[src/iptm_pkg.sv]
// Shared types and codes for the IP-to-MAC address resolution table.
// Used by iptm_cell, ip_to_mac_table and iptm_checker; depends on nothing.
package iptm_pkg;

    // Default table capacity
    localparam int unsigned IPTM_ENTRIES = 16;

    // Operation codes
    localparam logic OP_UPDATE = 1'b0;
    localparam logic OP_LOOKUP = 1'b1;

    // Result status codes
    localparam logic [2:0] ST_UPDATED  = 3'd0;
    localparam logic [2:0] ST_INSERTED = 3'd1;
    localparam logic [2:0] ST_FULL     = 3'd2;
    localparam logic [2:0] ST_HIT      = 3'd3;
    localparam logic [2:0] ST_MISS     = 3'd4;

    // Request beat as it walks the cell row, with the answer built so far
    typedef struct packed {
        logic        op;
        logic [31:0] ip;
        logic [47:0] mac;
        logic        done;
        logic        found;
        logic [2:0]  status;
        logic [47:0] mac_out;
    } tok_t;

endpackage

[src/ip_to_mac_table.sv]
// IP-to-MAC address resolution table. Entries fill in order from index 0 and
// are never evicted. Each accepted request beat walks a row of ENTRIES cells,
// registered in every cell, and its result is then captured in the output
// register; a new request is taken only once that result has been taken.
// Update: overwrite the first matching entry, else append, else drop as full.
// Lookup: report the first matching entry's MAC, or a miss with MAC zero.
// Depends on iptm_pkg and iptm_cell.
module ip_to_mac_table
    import iptm_pkg::*;
#(
    parameter int unsigned ENTRIES = IPTM_ENTRIES
) (
    input  logic        aclk,
    input  logic        aresetn,
    input  logic        s_valid,
    output logic        s_ready,
    input  logic        s_opcode,
    input  logic [31:0] s_ip_address,
    input  logic [47:0] s_mac_value,
    output logic        m_valid,
    input  logic        m_ready,
    output logic [2:0]  m_status,
    output logic        m_found,
    output logic [47:0] m_mac_result
);

    localparam int unsigned CNT_W = $clog2(ENTRIES + 1);

    logic             busy_reg;
    logic [CNT_W-1:0] fill_reg;
    logic             m_valid_reg;
    logic [2:0]       m_status_reg;
    logic             m_found_reg;
    logic [47:0]      m_mac_reg;

    logic             chain_valid [0:ENTRIES];
    tok_t             chain_tok   [0:ENTRIES];
    logic             s_beat;
    logic             tail_valid;
    tok_t             tail_tok;
    logic [2:0]       tail_status;

    assign s_ready = !busy_reg;
    assign s_beat  = s_valid && !busy_reg;

    // Build the head beat from the input ports
    always_comb begin
        chain_valid[0]       = s_beat;
        chain_tok[0].op      = s_opcode;
        chain_tok[0].ip      = s_ip_address;
        chain_tok[0].mac     = s_mac_value;
        chain_tok[0].done    = 1'b0;
        chain_tok[0].found   = 1'b0;
        chain_tok[0].status  = ST_MISS;
        chain_tok[0].mac_out = '0;
    end

    // Row of table cells
    for (genvar i = 0; i < ENTRIES; i++) begin : g_cell
        iptm_cell #(
            .IDX   (i),
            .CNT_W (CNT_W)
        ) u_cell (
            .aclk          (aclk),
            .aresetn       (aresetn),
            .fill_count    (fill_reg),
            .tok_valid_in  (chain_valid[i]),
            .tok_in        (chain_tok[i]),
            .tok_valid_out (chain_valid[i+1]),
            .tok_out       (chain_tok[i+1])
        );
    end

    assign tail_valid = chain_valid[ENTRIES];
    assign tail_tok   = chain_tok[ENTRIES];

    // Settle a beat that no cell claimed
    always_comb begin
        if (tail_tok.done) begin
            tail_status = tail_tok.status;
        end else if (tail_tok.op == OP_UPDATE) begin
            tail_status = ST_FULL;
        end else begin
            tail_status = ST_MISS;
        end
    end

    // Control: one beat in flight, fill count bumped when the beat retires
    always_ff @(posedge aclk) begin
        if (!aresetn) begin
            busy_reg    <= 1'b0;
            fill_reg    <= '0;
            m_valid_reg <= 1'b0;
        end else begin
            if (s_beat) begin
                busy_reg <= 1'b1;
            end else if (m_valid_reg && m_ready) begin
                busy_reg <= 1'b0;
            end
            if (tail_valid) begin
                m_valid_reg <= 1'b1;
            end else if (m_ready) begin
                m_valid_reg <= 1'b0;
            end
            if (tail_valid && tail_status == ST_INSERTED) begin
                fill_reg <= fill_reg + CNT_W'(1);
            end
        end
    end

    // Hold the result until taken
    always_ff @(posedge aclk) begin
        if (tail_valid) begin
            m_status_reg <= tail_status;
            m_found_reg  <= tail_tok.found;
            m_mac_reg    <= tail_tok.mac_out;
        end
    end

    assign m_valid      = m_valid_reg;
    assign m_status     = m_status_reg;
    assign m_found      = m_found_reg;
    assign m_mac_result = m_mac_reg;

endmodule

[src/iptm_cell.sv]
// One entry of the address table: holds a key and a MAC, matches the passing
// request beat against them and hands the beat on to the next cell.
// Depends on iptm_pkg.
module iptm_cell
    import iptm_pkg::*;
#(
    parameter int unsigned IDX   = 0,
    parameter int unsigned CNT_W = 5
) (
    input  logic             aclk,
    input  logic             aresetn,
    input  logic [CNT_W-1:0] fill_count,
    input  logic             tok_valid_in,
    input  tok_t             tok_in,
    output logic             tok_valid_out,
    output tok_t             tok_out
);

    localparam logic [CNT_W-1:0] IDX_C = CNT_W'(IDX);

    logic [31:0] key_reg;
    logic [47:0] mac_reg;
    logic        tok_valid_reg;
    tok_t        tok_out_reg;
    tok_t        tok_next;
    logic        entry_hit;
    logic        entry_free;

    // Match a live entry, or claim this slot when it is the first empty one
    assign entry_hit  = tok_valid_in && !tok_in.done && (IDX_C < fill_count)
                        && (key_reg == tok_in.ip);
    assign entry_free = tok_valid_in && !tok_in.done && (IDX_C == fill_count)
                        && (tok_in.op == OP_UPDATE);

    // Resolve the beat here if this cell decides it
    always_comb begin
        tok_next = tok_in;
        if (entry_hit) begin
            tok_next.done  = 1'b1;
            tok_next.found = 1'b1;
            if (tok_in.op == OP_UPDATE) begin
                tok_next.status = ST_UPDATED;
            end else begin
                tok_next.status  = ST_HIT;
                tok_next.mac_out = mac_reg;
            end
        end else if (entry_free) begin
            tok_next.done   = 1'b1;
            tok_next.status = ST_INSERTED;
        end
    end

    // Write the entry on insert or overwrite
    always_ff @(posedge aclk) begin
        if (entry_free) begin
            key_reg <= tok_in.ip;
            mac_reg <= tok_in.mac;
        end else if (entry_hit && tok_in.op == OP_UPDATE) begin
            mac_reg <= tok_in.mac;
        end
    end

    // Advance the beat one cell
    always_ff @(posedge aclk) begin
        if (!aresetn) begin
            tok_valid_reg <= 1'b0;
        end else begin
            tok_valid_reg <= tok_valid_in;
        end
    end

    always_ff @(posedge aclk) begin
        if (tok_valid_in) begin
            tok_out_reg <= tok_next;
        end
    end

    assign tok_valid_out = tok_valid_reg;
    assign tok_out       = tok_out_reg;

endmodule

[config.mk]
export PLATFORM = sky130hd
export DESIGN_NAME = ip_to_mac_table
export DESIGN_NICKNAME = d
export VERILOG_FILES = /design/src/iptm_pkg.sv /design/src/ip_to_mac_table.sv /design/src/iptm_cell.sv
export SDC_FILE = /design/constraint.sdc
export NUM_CORES = 2
export LEC_CHECK = 0
export BUFFER_PORTS_ARGS = -buffer_cell sky130_fd_sc_hd__buf_2
export CAP_MARGIN = 20
export CORE_MARGIN = 2
export CORE_UTILIZATION = 36
export CTS_BUF_LIST = sky130_fd_sc_hd__clkbuf_16
export CTS_CLUSTER_SIZE = 20
export DETAILED_ROUTE_END_ITERATION = 12
export MAX_ROUTING_LAYER = met4
export PLACE_DENSITY_LB_ADDON = 0.25
export SETUP_SLACK_MARGIN = 0.05
export SYNTH_ARGS = -nofsm -noshare
export SYNTH_HDL_FRONTEND = slang
export SYNTH_HIERARCHICAL = 1
export SYNTH_SLANG_ARGS = --single-unit
[constraint.sdc]
create_clock -name aclk -period 18.7 [get_ports aclk]
set_input_delay 3.74 -clock aclk [delete_from_list [all_inputs] [get_ports aclk]]
set_output_delay 3.74 -clock aclk [all_outputs]
set_load 0.03 [all_outputs]
# After elaboration in Yosys (flattened, before gate mapping)
# Cells that the tools add are included.
[classes]
bitwise_logic = 16
n_addsub = 1
n_eq_ne = 32
mux = 118
order_cmp = 16
n_reduce_logical = 149
[ops]
columns = ["operator", "n"]
rows = [
  ["48-bit 2-to-1 mux", 62],
  ["32-bit equality test", 16],
  ["3-bit 2-to-1 mux", 34],
  ["1-bit logical AND", 98],
  ["4-bit by 5-bit equality test with 1-bit output (first input constant)", 8],
  ["4-bit by 5-bit less-than comparator with 1-bit output (first input constant)", 8],
  ["2-bit nonzero test", 18],
  ["2-bit 2-to-1 mux", 16],
  ["2-bit OR reduction", 15],
  ["3-bit by 5-bit equality test with 1-bit output (first input constant)", 4],
  ["3-bit by 5-bit less-than comparator with 1-bit output (first input constant)", 4],
  ["1-bit zero test", 16],
  ["1-bit NOT", 16],
  ["2-bit by 5-bit equality test with 1-bit output (first input constant)", 2],
  ["1-bit by 5-bit less-than comparator with 1-bit output (first input constant)", 2],
  ["2-bit by 5-bit less-than comparator with 1-bit output (first input constant)", 2],
  ["1-bit 2-to-1 mux", 6],
  ["5-bit by 1-bit adder with 5-bit output (second input constant)", 1],
  ["1-bit by 5-bit equality test with 1-bit output (first input constant)", 1],
  ["5-bit zero test", 1],
  ["3-bit by 1-bit equality test with 1-bit output (second input constant)", 1],
  ["2-bit AND reduction", 1],
]
[word_totals]
wordCells = 496
out_inout_bits = 54
ff_bits = 3419
inputBits = 85

# Longest topological paths before layout
[logic_depth]
ltp_word = 7
depth_mapped = 8
ltp_nobuf = 6

# Modules after synthesis
# The synthesis kept the hierarchy.
[modules_own_cells]
columns = ["module", "seq_area_each_um2", "n_inst", "cells_per_inst", "area_per_inst_um2"]
rows = [
  ["iptm_cell (g_cell[9].u_cell)", 6446.2, 1, 339, 7632.3],
  ["iptm_cell (g_cell[4].u_cell)", 6446.2, 1, 346, 7599.8],
  ["iptm_cell (g_cell[2].u_cell)", 6446.2, 1, 339, 7594.8],
  ["iptm_cell (g_cell[0].u_cell)", 6446.2, 1, 340, 7576.0],
  ["iptm_cell (g_cell[12].u_cell)", 6446.2, 1, 333, 7573.5],
  ["iptm_cell (g_cell[11].u_cell)", 6446.2, 1, 337, 7572.3],
  ["iptm_cell (g_cell[8].u_cell)", 6446.2, 1, 332, 7561.0],
  ["iptm_cell (g_cell[10].u_cell)", 6446.2, 1, 332, 7556.0],
  ["iptm_cell (g_cell[6].u_cell)", 6446.2, 1, 334, 7532.2],
  ["iptm_cell (g_cell[14].u_cell)", 6446.2, 1, 330, 7529.7],
  ["iptm_cell (g_cell[1].u_cell)", 6446.2, 1, 331, 7527.2],
  ["iptm_cell (g_cell[15].u_cell)", 6446.2, 1, 335, 7524.7],
  ["iptm_cell (g_cell[3].u_cell)", 6446.2, 1, 336, 7522.2],
  ["iptm_cell (g_cell[5].u_cell)", 6446.2, 1, 335, 7516.0],
  ["+3 rows", "-", "-", "-", "-"],
]

# Least setup slack after synthesis
# No wires, ideal clock.
[synth_timing]
path_kind = "input to register"
startpoint = "in s_valid"
endpoint = "reg g_cell[0].u_cell.mac_reg[0] (enable)"
arrival_ps = 14632
required_ps = 18180
setup_time_ps = 520
path_slack_ps = 3548
path_buffers = 1
cell_stages = 7
path_cell_list = "nor2b_1 nand2b_1 a2111oi_0 nand4_1 or4_1 clkbuf_1 o21ai_0"
[synth_between]
elab_chain_cells = 5
word_cells_on_any_way = 7
cone_classes = "reduce/logical (7)"
[synth_lines]
columns = ["item", "line_no", "source"]
rows = [
  ["start: declaration", "ip_to_mac_table.sv:15", "input logic s_valid,"],
  ["1-bit logical AND *", "ip_to_mac_table.sv:44", "assign s_beat = s_valid && !busy_reg;"],
  ["1-bit logical AND", "iptm_cell.sv:30", "assign entry_hit = tok_valid_in && !tok_in.done && (IDX_C < fill_count)"],
  ["1-bit logical AND", "iptm_cell.sv:31", "&& (key_reg == tok_in.ip);"],
  ["1-bit logical AND", "iptm_cell.sv:58", "end else if (entry_hit && tok_in.op == OP_UPDATE) begin"],
  ["2-bit nonzero test (no line) *", "-", ""],
  ["end signal: assignment", "iptm_cell.sv:57", "mac_reg <= tok_in.mac;"],
  ["end signal: assignment", "iptm_cell.sv:59", "mac_reg <= tok_in.mac;"],
  ["end: declaration", "iptm_cell.sv:22", "logic [47:0] mac_reg;"],
]
# Every way passes the cells marked *; elsewhere a longest branch is shown, timed or not.
# A chain may end at the register's enable or synchronous reset.

==> results.json <==
{
  "setup_viol": 0,
  "worst_pin_slew_ns": 1.05,
  "critPathSlowestCell": "or4_1",
  "cp_max_fo": 48,
  "status": "finished, final reports clean",
  "clkTransAtPathRegs_ns": 0.06,
  "cts_max_path_buffers": 4,
  "cts_resized": 0,
  "total_power_mw": 15.0,
  "fin_crit_sh_pct": 34.0,
  "fin_tns_setup_ns": 0,
  "synth.avg_cell_area_um2": 22.4,
  "relSlewSlack_pct": 28.3,
  "swShare_pct": 18.9,
  "routed_wl_um": 177000,
  "drc": 0,
  "clkSinkCount": 3419,
  "power.share.clock_pct": 43.5,
  "r2r-start": "fill_reg[2]$_SDFFE_PN0P_",
  "fmax_ghz": 0.157,
  "startpoint": "s_valid",
  "min_from": "g_cell[14].u_cell/tok_out[57]$_DFFE_PP_",
  "mostFrequentLayoutCell": "edfxtp_1",
  "rsz0062_at_grt": "no",
  "vias": 45400,
  "slew_violations": 0,
  "cts.hold.buffers_added": 0,
  "die_h_um": 582,
  "coreArea_um2": 333000,
  "row_count": 212,
  "grt_overflow_total": 0,
  "p_leak_nw": 43.8,
  "grt_pass1_vias": 47700,
  "dieArea_um2": 339000,
  "finalWorstPathRequiredPeriod_ns": 6.37,
  "cts-root-buf": "clkbuf_16",
  "worstSetupEndpointType": "register",
  "initial_utilization_pct": 36.1,
  "grt_pass1_wl_um": 286000,
  "p_int_mw": 12.2,
  "port_buffers": 138,
  "switchingPower_mw": 2.84,
  "hold_viol": 0,
  "fin_skew_ns": 0.0590,
  "viasPerCell": 4.30,
  "antenna_found_initial": 4,
  "grt_max_degree": 136,
  "comb_power_share_pct": 0.5,
  "largest_reg_flops": 2064,
  "slowest_delay_ns": 0.74,
  "peakVddDrop_v": 0.0000725,
  "ios": 139,
  "cap_violations": 0,
  "power_density_nw_per_um2": 109,
  "drive_gt1_share_pct": 24.1,
  "ant_nets": 0,
  "dp_hpwl_um": 117000,
  "synth_warnings": 6,
  "synthCells": 5382,
  "drt-pass1-iter-count": 5,
  "place_congestion": 0.832,
  "min-delay-path-class": "reg -> reg",
  "critPathLaunchType": "primary input",
  "cts_tree": "built",
  "die_x_um": 582,
  "cp.arrival_ns": 6.83,
  "p_seq_share_pct": 56.0,
  "drt_iter0_drc": 2633,
  "grt_usage_pct": 10.8,
  "syn-cell-area_um2": 120000,
  "nets": 5986,
  "worstSkewPairLatency_ns": 0.88,
  "cp.required_ns": 19.17,
  "criticalPathCategory": "in -> reg",
  "post_cts.repair.setup_buffers": 0,
  "ctsHtreeMaxLevel": 5,
  "cts_buffers": 343,
  "final_cell_mix": "edfxtp_1 (3396), mux2_2 (622), clkbuf_16 (350)",
  "post_drt_wl_per_cell_um": 16.8,
  "path_cells": "buf_2, nor2b_4, nand2b_1, a2111oi_0, nand4_1, or4_1, o21ai_4, buf_4",
  "area_growth_pct": 14.7
}
through the flow:
stage	instances	setup slack, ns	hold slack (ns)	area [um2]	util (%)
2_1_floorplan	5434	3.55	0.400	121000	-
3_3_place_gp	9923	11.46	0.407	127000	38.0
3_5_place_dp	9928	11.51	0.405	127000	38.1
4_1_cts	10500	12.44	0.397	138000	41.3
5_1_grt	10600	12.23	0.414	138000	41.4
6_report	10600	12.33	0.408	138000	41.4
final cells by class:
| cell class | count | area, um2 |
|---|---|---|
| tap | 4387 | 5490 |
| fill | 28800 | 195000 |
| clock buffer | 350 | 8760 |
| sequential | 3419 | 102000 |
| multi-input combinational | 1875 | 17400 |
| antenna | 2 | 5.00 |
| timing repair buffer | 210 | 1580 |
| inverter | 51 | 191 |
| clock inverter | 268 | 2100 |
worst paths after layout:
| path | to | slack (ns) | depth (start not counted) |
|---|---|---|---|
| worst max-delay path | g_cell[0].u_cell/mac_reg[11]$_DFFE_PP_ | 12.33 | 8 |
| worst min-delay path | g_cell[15].u_cell/mac_reg[4]$_DFFE_PP_ | 0.41 | 0 |
| worst max register to register | g_cell[4].u_cell/tok_out[35]$_DFFE_PP_ | 14.95 | 7 |
| worst min register to register | g_cell[15].u_cell/mac_reg[4]$_DFFE_PP_ | 0.41 | 0 |
power by group through the flow:
stage               Combinational (mW)  Sequential [mW]  Clock, mW
global route                    0.0857             8.42       7.06
global placement                0.0738             8.58          0
finish                          0.0762             8.42       6.55
CTS                             0.0778             8.42       6.76
floorplan                       0.0401             8.58          0
detailed placement              0.0769             8.58          0
layer usage:
metal	global-route usage, %	wire (um)	share of wire (%)
met1	16.1	91600	52
met2	14.6	73700	42
met3	1.74	6070	3.4
met4	3.96	5940	3.3
met5	-	0	0
worst max-delay path: cells and delay by family:
kind | cells | cell delay [ns]
buffers and inverters | 2 | 0.59
AND/OR/NAND/NOR | 4 | 1.74
AO/OA/AOI/OAI | 2 | 0.65
No activity file was read; power rests on OpenSTA's default activity.
